<file path="src/sv/gsv_pkg.sv">
// Shared types, constants and helper functions of the grid sector vertex generator.
// No dependencies; every other file imports this package.
`default_nettype none

package gsv_pkg;

  localparam int MAX_DIVISIONS = 255;
  localparam int CORDIC_STAGES = 16;
  localparam int ATAN_ENTRIES  = 24;
  localparam int CORDIC_N      = (CORDIC_STAGES > ATAN_ENTRIES) ? ATAN_ENTRIES : CORDIC_STAGES;

  // configuration port
  localparam int ADDR_W = 5;
  localparam int DATA_W = 32;
  localparam logic [2:0] REG_SHAPE_MODE  = 3'd0;
  localparam logic [2:0] REG_NUM_COLS    = 3'd1;
  localparam logic [2:0] REG_NUM_ROWS    = 3'd2;
  localparam logic [2:0] REG_TEX_ORIGIN  = 3'd3;
  localparam logic [2:0] REG_TEX_SIZE    = 3'd4;
  localparam logic [2:0] REG_GAIN_A      = 3'd5;
  localparam logic [2:0] REG_GAIN_B      = 3'd6;
  localparam logic [2:0] REG_SWEEP_ANGLE = 3'd7;

  // pipelined divider: dividend width, bits per stage
  localparam int DIV_W      = 24;
  localparam int DIV_BITS   = 4;
  localparam int DIV_STAGES = DIV_W / DIV_BITS;
  localparam int DIV_REM_W  = 8;

  // CORDIC datapath widths
  localparam int X_W = 36;
  localparam int Z_W = 28;

  localparam logic signed [Z_W-1:0] PI_Q24      = 52707179;
  localparam logic signed [Z_W-1:0] HALF_PI_Q24 = 26353589;
  localparam logic signed [Z_W-1:0] TWO_PI_Q24  = 105414357;
  localparam logic signed [24:0]    GAIN_Q24    = 25'sd10188014;
  // floor(2^40 / TWO_PI_Q24); estimate of the turn count is low by at most one
  localparam logic [13:0] TWO_PI_RCP = 14'd10430;
  localparam int          RCP_SHIFT  = 40;

  localparam logic signed [Z_W-1:0] ATAN_Q24 [ATAN_ENTRIES] = '{
    13176795, 7778716, 4110060, 2086331, 1047214, 524117, 262123, 131069,
    65536, 32768, 16384, 8192, 4096, 2048, 1024, 512,
    256, 128, 64, 32, 16, 8, 4, 2
  };

  typedef struct packed {
    logic [7:0] grid_col;
    logic [7:0] grid_row;
  } in_t;

  typedef struct packed {
    logic signed [31:0] pos_x;
    logic signed [31:0] pos_y;
    logic signed [15:0] tex_u;
    logic signed [15:0] tex_v;
    logic [15:0]        vertex_index;
    logic               out_of_range;
  } out_t;

  typedef struct packed {
    logic               shape_mode;
    logic [7:0]         num_cols;
    logic [7:0]         num_rows;
    logic [31:0]        tex_origin;
    logic [31:0]        tex_size;
    logic signed [23:0] gain_a;
    logic signed [23:0] gain_b;
    logic signed [15:0] sweep_angle;
  } cfg_t;

  localparam cfg_t CFG_RESET = '{
    shape_mode:  1'b0,
    num_cols:    8'd1,
    num_rows:    8'd1,
    tex_origin:  32'h0000_0000,
    tex_size:    32'h1000_1000,
    gain_a:      24'sd256,
    gain_b:      24'sd256,
    sweep_angle: 16'sd25736
  };

  typedef struct packed {
    logic signed [15:0] tex_u;
    logic signed [15:0] tex_v;
    logic [15:0]        vertex_index;
    logic               out_of_range;
  } front_t;

  typedef struct packed {
    logic sector;
    out_t res;
  } side_t;

  typedef struct packed {
    logic signed [X_W-1:0] x0;
    logic signed [Z_W-1:0] z;
    logic                  flip;
    side_t                 side;
  } cin_t;

  function automatic logic [7:0] clamp_div(input logic [7:0] n);
    if (n == 8'd0) begin
      return 8'd1;
    end else if (n > 8'(MAX_DIVISIONS)) begin
      return 8'(MAX_DIVISIONS);
    end
    return n;
  endfunction

  function automatic logic signed [15:0] sat16(input logic signed [25:0] v);
    if (v > 26'sd32767) begin
      return 16'sd32767;
    end else if (v < -26'sd32768) begin
      return -16'sd32768;
    end
    return 16'(v);
  endfunction

  function automatic logic signed [31:0] sat32(input logic signed [43:0] v);
    if (v > 44'sd2147483647) begin
      return 32'sh7FFF_FFFF;
    end else if (v < -44'sd2147483648) begin
      return 32'sh8000_0000;
    end
    return 32'(v);
  endfunction

endpackage

`default_nettype wire

</file>
<file path="src/sv/gsv_divider.sv">
// Pipelined restoring divider, DIV_BITS quotient bits per stage.
// Depends on gsv_pkg; the divisor must stay stable while items are in flight.
`default_nettype none

module gsv_divider import gsv_pkg::*; (
  input  logic                 clk_i,
  input  logic                 en_i,
  input  logic [DIV_W-1:0]     num_i,
  input  logic [DIV_REM_W-1:0] den_i,
  output logic [DIV_W-1:0]     quo_o
);

  logic [DIV_REM_W-1:0] rem_q [DIV_STAGES-1];
  logic [DIV_W-1:0]     wrk_q [DIV_STAGES];

  for (genvar s = 0; s < DIV_STAGES; s++) begin : g_stage
    logic [DIV_REM_W-1:0] rem_in, rem_d;
    logic [DIV_W-1:0]     wrk_in, wrk_d;

    if (s == 0) begin : g_first
      assign rem_in = '0;
      assign wrk_in = num_i;
    end else begin : g_next
      assign rem_in = rem_q[s-1];
      assign wrk_in = wrk_q[s-1];
    end

    // quotient bits shift into the low end of the work word
    always_comb begin
      logic [DIV_REM_W:0] t;
      rem_d = rem_in;
      wrk_d = wrk_in;
      for (int b = 0; b < DIV_BITS; b++) begin
        t     = {rem_d, wrk_d[DIV_W-1]};
        wrk_d = {wrk_d[DIV_W-2:0], 1'b0};
        if (t >= {1'b0, den_i}) begin
          t        = t - {1'b0, den_i};
          wrk_d[0] = 1'b1;
        end
        rem_d = t[DIV_REM_W-1:0];
      end
    end

    always_ff @(posedge clk_i) begin
      if (en_i) begin
        wrk_q[s] <= wrk_d;
      end
    end

    if (s < DIV_STAGES - 1) begin : g_rem
      always_ff @(posedge clk_i) begin
        if (en_i) begin
          rem_q[s] <= rem_d;
        end
      end
    end
  end

  assign quo_o = wrk_q[DIV_STAGES-1];

endmodule

`default_nettype wire

</file>
<file path="src/sv/gsv_front.sv">
// Front end: range check, vertex index and texture interpolation u, v.
// Depends on gsv_pkg and gsv_divider (one divider per axis).
`default_nettype none

module gsv_front import gsv_pkg::*; (
  input  logic   clk_i,
  input  logic   rst_ni,
  input  logic   en_i,
  input  logic   valid_i,
  input  in_t    data_i,
  input  cfg_t   cfg_i,
  output logic   valid_o,
  output front_t data_o
);

  localparam int L = DIV_STAGES - 1;

  logic [7:0]         nc, nr;
  logic signed [24:0] tu_d, tv_d;
  logic [16:0]        idx_full;

  logic               s1_vld_q;
  logic signed [24:0] s1_tu_q, s1_tv_q;
  logic               s1_oor_q;
  logic [15:0]        s1_idx_q;

  logic [DIV_W-1:0]      num_u, num_v, quo_u, quo_v;
  logic [DIV_STAGES-1:0] dv_vld_q, dv_sgnu_q, dv_sgnv_q, dv_oor_q;
  logic [15:0]           dv_idx_q [DIV_STAGES];

  logic signed [25:0] qu, qv;
  logic signed [15:0] u_d, v_d;

  function automatic logic [DIV_W-1:0] mag(input logic signed [24:0] v);
    return DIV_W'(v[24] ? -v : v);
  endfunction

  assign nc = clamp_div(cfg_i.num_cols);
  assign nr = clamp_div(cfg_i.num_rows);

  assign tu_d = 25'($signed({1'b0, data_i.grid_col})) * 25'($signed(cfg_i.tex_size[31:16]));
  assign tv_d = 25'($signed({1'b0, data_i.grid_row})) * 25'($signed(cfg_i.tex_size[15:0]));
  assign idx_full = 17'(data_i.grid_row) * 17'({1'b0, nc} + 9'd1) + 17'(data_i.grid_col);

  always_ff @(posedge clk_i or negedge rst_ni) begin
    if (!rst_ni) begin
      s1_vld_q <= 1'b0;
      dv_vld_q <= '0;
      valid_o  <= 1'b0;
    end else if (en_i) begin
      s1_vld_q <= valid_i;
      dv_vld_q <= {dv_vld_q[DIV_STAGES-2:0], s1_vld_q};
      valid_o  <= dv_vld_q[L];
    end
  end

  always_ff @(posedge clk_i) begin
    if (en_i) begin
      s1_tu_q  <= tu_d;
      s1_tv_q  <= tv_d;
      s1_oor_q <= (data_i.grid_col > nc) || (data_i.grid_row > nr);
      s1_idx_q <= idx_full[15:0];
    end
  end

  // rounding to nearest: add half the divisor to the magnitude
  assign num_u = mag(s1_tu_q) + DIV_W'(nc >> 1);
  assign num_v = mag(s1_tv_q) + DIV_W'(nr >> 1);

  gsv_divider u_div_u (
    .clk_i (clk_i),
    .en_i  (en_i),
    .num_i (num_u),
    .den_i (nc),
    .quo_o (quo_u)
  );

  gsv_divider u_div_v (
    .clk_i (clk_i),
    .en_i  (en_i),
    .num_i (num_v),
    .den_i (nr),
    .quo_o (quo_v)
  );

  always_ff @(posedge clk_i) begin
    if (en_i) begin
      dv_sgnu_q   <= {dv_sgnu_q[DIV_STAGES-2:0], s1_tu_q[24]};
      dv_sgnv_q   <= {dv_sgnv_q[DIV_STAGES-2:0], s1_tv_q[24]};
      dv_oor_q    <= {dv_oor_q[DIV_STAGES-2:0], s1_oor_q};
      dv_idx_q[0] <= s1_idx_q;
      for (int k = 1; k < DIV_STAGES; k++) begin
        dv_idx_q[k] <= dv_idx_q[k-1];
      end
    end
  end

  assign qu  = dv_sgnu_q[L] ? -$signed(26'(quo_u)) : $signed(26'(quo_u));
  assign qv  = dv_sgnv_q[L] ? -$signed(26'(quo_v)) : $signed(26'(quo_v));
  assign u_d = sat16(qu + 26'($signed(cfg_i.tex_origin[31:16])));
  assign v_d = sat16(qv + 26'($signed(cfg_i.tex_origin[15:0])));

  always_ff @(posedge clk_i) begin
    if (en_i) begin
      data_o.out_of_range <= dv_oor_q[L];
      if (dv_oor_q[L]) begin
        data_o.tex_u        <= '0;
        data_o.tex_v        <= '0;
        data_o.vertex_index <= '0;
      end else begin
        data_o.tex_u        <= u_d;
        data_o.tex_v        <= v_d;
        data_o.vertex_index <= dv_idx_q[L];
      end
    end
  end

endmodule

`default_nettype wire

</file>
<file path="config.mk">
export PLATFORM = sky130hd
export DESIGN_NAME = gsv_front
export DESIGN_NICKNAME = d
export VERILOG_FILES = /design/src/sv/gsv_pkg.sv /design/src/sv/gsv_divider.sv /design/src/sv/gsv_front.sv
export SDC_FILE = /design/constraint.sdc
export NUM_CORES = 2
export LEC_CHECK = 0
export ABC_AREA = 1
export BUFFER_PORTS_ARGS = -buffer_cell sky130_fd_sc_hd__buf_4
export CORE_ASPECT_RATIO = 0.5
export CORE_MARGIN = 1.5
export CORE_UTILIZATION = 65
export CTS_CLUSTER_DIAMETER = 100
export DETAILED_ROUTE_END_ITERATION = 7
export PLACE_DENSITY = 0.8
export RECOVER_POWER = 25
export SLEW_MARGIN = 30
export SYNTH_ARGS = -nofsm -noshare
export SYNTH_HDL_FRONTEND = slang
export SYNTH_SLANG_ARGS = --single-unit
</file>
<file path="constraint.sdc">
create_clock -name clk_i -period 11.24 [get_ports clk_i]
set_clock_uncertainty 0.2 [all_clocks]
set_input_delay 0.562 -clock clk_i [delete_from_list [all_inputs] [get_ports clk_i]]
set_output_delay 0.562 -clock clk_i [all_outputs]
set_load 0.02 [all_outputs]
</file>
==> Implementation_results.wiki <==
{| class="wikitable"
! Metric !! Value
|-
| Area of all sequential standard cells || between 15000 and 20000 µm²
|-
| Fill cell instance count of the final layout || ~6600
|-
| Arr. time, crit path || approximately 10000 ps
|-
| DIE WIDTH || 422.3 µm
|-
| Max incr delay on CP || about 430 ps
|-
| Setup repair after global routing missed its margin || false
|-
| First-pass GRT wire length || 220.6 mm
|-
| Largest net degree at the start of global routing || roughly 160
|-
| Failing checks || max-capacitance violations
|-
| Area added between synthesis and finish || 7.478%
|-
| Initial antenna violation count || 0
|-
| Worst hold path depth || 3
|-
| Flip-flop and latch count after synthesis || roughly 600
|-
| Congestion Overflow GR || 0
|-
| H-tree levels || 2
|-
| Class of the tightest hold or removal check || input pin to flop
|-
| Average wire per standard cell || ~17 µm
|-
| Number of DRC markers after the initial detailed-route iteration || 3384
|-
| Share of post-route cells with drive strength above 1 || under 10%
|-
| Wire length reported by the detailed router || between 100 and 150 mm
|-
| Worst R2R Setup Slack || about 1300 ps
|-
| Count of yosys warnings during synthesis || 0
|-
| Cell with the biggest individual delay on the critical path || edfxtp_1
|-
| Clock slew at reported path FFs || 70 ps
|-
| CP Launch Type || flop
|-
| Worst setup EP type || flop
|-
| Average size of a mapped cell || approximately 8.4 µm²
|-
| Number of failing hold endpoints at the final stage || 0
|-
| Starting Density || around two thirds
|-
| Maximum fanout count along the critical path || 12
|-
| Multi-input combinational cell area || between 30000 and 40000 µm²
|-
| Reg2reg start || s1_tv_q[0]
|-
| Required @ worst endpoint || 11420 ps
|-
| Number of buffers created by CTS || 57
|-
| Placed cell count || between 8000 and 9000
|-
| Number of enable flip-flop cells after synthesis || ~600
|-
| Maximum root-to-sink buffer count || 3
|-
| Main flop type after synthesis || edfxtp_1
|-
| Final period utilization || about 89%
|-
| Clock tree from TritonCTS || done
|-
| Worst-skew pair later-pin latency || between 600 and 700 ps
|-
| Destination of the worst hold path || s1_tv_q[0]
|-
| Synth Net Count || approximately 8000
|-
| Die extent in y || about 210 µm
|-
| Maximum achievable frequency || 100.3 MHz
|-
| Count of different cell masters after synthesis || 78
|-
| Count of clock tree sinks || 606
|-
| Number of cell instances on the worst register-to-register path || between 50 and 60
|-
| Number of global-route vias before repair || around 45000
|-
| Number of standard cells in the final layout excluding fillers || 8140
|-
| Number of nets with antenna violations after routing || 0
|-
| Clock period minus final worst setup slack || 9970 ps
|-
| Area of the die || 89810 µm²
|-
| Netlist area before placement || 57140 µm²
|-
| Final Util || 70.97%
|-
| Transition time at the pin with the least slew margin || ~1500 ps
|-
| Count of cells resized by post-cts repair || 0
|-
| R2r endpoint || u_div_v.rem_q[0][7]
|-
| Root Driver || clkbuf_16
|-
| HPWL after detailed placement || 105.1 mm
|-
| Count of max-cap constraint violations || 1
|-
| Core Area || 86530 µm²
|-
| Drt first pass iters || 8
|-
| Via density per instance || 5.605
|-
| Type of the worst setup path || flop to flop
|-
| Instance count of the mapped netlist || 6802
|-
| Number of placement rows || 76
|-
| Routability Congestion || slightly above 0.9
|-
| Sequential fraction of the synthesis area || about a third
|-
| Fraction of registers with async set/reset || about 1.3%
|-
| Routed vias || around 46000
|-
| Number of nets at the end of the flow || about 8000
|-
| Global-route usage over all layers || 30.05%
|-
| Post-detailed-route DRC marker count || 0
|-
| Total of endpoints with negative setup slack in the final report || 0
|-
| I/O Pins || 215
|-
| Run status || finished, violations left
|-
| Number of max-slew violations in the final report || 0
|-
| Most used cell along the critical path || nand2_1
|-
| Setup TNS || 0 ps
|-
| Hold Startpoint || cfg_i[64]
|-
| Headroom to the max-slew limit || 0.4245%
|-
| PortBufs || approximately 150
|}
[kinds of logic (layout without fill, tap and decap cells)]
kind of cell    count (synthesis)  count (layout)  synth area share, %
compound gates                928             928                9.249
buf+inv                      1343            1510                9.137
simple gates                 2615            2615                19.93
xor+xnor                      415             415                6.361
mux                             2               2              0.03941
flops                         606             606                31.78
fa+ha+maj                     893             893                23.51
other cells                     0               1                    0
[placed cells by master (no fill, tap or decap), types with 22 or more instances in the layout]
| cell | n |
|---|---|
| nand3_1 | 263 |
| nand2_1 | 1525 |
| o21ai_1 | 86 |
| o21ai_2 | 24 |
| nand4_1 | 87 |
| nand2_2 | 34 |
| xnor2_1 | 139 |
| o21ai_0 | 225 |
| nor3_1 | 80 |
| fa_1 | 301 |
| edfxtp_1 | 598 |
| or2_2 | 33 |
| a21oi_1 | 405 |
| nand3_2 | 22 |
| clkbuf_16 | 57 |
| inv_2 | 29 |
| nor2_1 | 448 |
| ha_1 | 592 |
| buf_4 | 177 |
| xor2_1 | 276 |
| a21o_1 | 26 |
| inv_1 | 1179 |
| o21bai_1 | 22 |
[metal layers]
metal	wire length [µm]	track usage (%)
met5	0	0
met3	7195	3.312
met2	66890	53.57
met1	57160	38.44
met4	4171	9.935
[area by class of cell]
type | count | share of cell area (%)
multi-input combinational | 4853 | 54.99
sequential | 606 | 29.56
inverter | 1216 | 7.458
timing repair buffer | 188 | 2.412
clock buffer | 65 | 2.404
tap | 1170 | 2.384
clock inverter | 41 | 0.7803
antenna | 1 | 0.004075
[stage by stage]
stage	setup slack (ps)	instance area, µm²	hold WS [ps]
2_1_floorplan	2587	57140	66.41
3_3_place_gp	1834	59380	181.9
3_5_place_dp	1454	59380	183.0
4_1_cts	1423	61360	16.50
5_1_grt	444.6	61410	53.18
6_report	1270	61420	53.66
[worst max-delay path by stage]
stage	from	endpoint	slack, ps	cells past startpoint
2_1_floorplan	cfg_i[137]	u_div_u.rem_q[0][25]	2590	49
3_3_place_gp	s1_tv_q[0]	u_div_v.rem_q[0][7]	1830	59
3_5_place_dp	s1_tv_q[0]	u_div_v.rem_q[0][7]	1450	58
4_1_cts	s1_tv_q[0]	u_div_v.rem_q[0][7]	1420	57
5_1_grt	s1_tv_q[0]	u_div_v.rem_q[0][7]	440	59
6_report	s1_tv_q[0]	u_div_v.rem_q[0][7]	1270	58
[synthesized netlist by cell type, drive strengths merged, types with 17 or more instances]
cell | instances | area share, %
nand3b | 19 | 0.27
fa | 301 | 11
edfxtp | 598 | 31
o21ai | 335 | 3.1
ha | 592 | 13
inv | 1214 | 8.0
o21a | 17 | 0.23
nor4 | 18 | 0.22
a21o | 26 | 0.34
o21bai | 25 | 0.35
nand2 | 1568 | 11
a21oi | 416 | 3.7
xor2 | 276 | 4.2
a211oi | 18 | 0.24
or2 | 43 | 0.47
xnor2 | 139 | 2.1
a21boi | 19 | 0.27
nor2 | 475 | 3.3
nand4 | 91 | 1.1
buf | 36 | 0.49
clkbuf | 91 | 0.63
nand3 | 292 | 2.9
nor3 | 87 | 0.83
[critical path, delay by kind of cell, from the launching register on]
kind | cells | cell delay [ps]
and+or+nand+nor | 23 | 3050
xor gates and xnor gates | 1 | 70
buffers and inverters | 10 | 1130
DFF | 1 | 430
AOI/OAI and AO/OA | 17 | 2900
adders and majority gates | 7 | 1880
[state kept, by name (all words and copies together) (netlist names), 16 cells and up]
signal	flops
data_o	49
dv_idx_q	96
s1_idx_q	16
s1_tu_q	25
s1_tv_q	25
u_div_u.rem_q	40
u_div_u.wrk_q	144
u_div_v.rem_q	40
u_div_v.wrk_q	144
[timing repair]
| item | 4_1_cts | 5_1_grt |
|---|---|---|
| endpoints found under the hold margin | 9 | 0 |
| setup buffers | 0 | 0 |
| hold buffers | 2 | 0 |
Power is not shown: default switching activity piles up to over one toggle a cycle in this logic, so the estimate is an artifact.
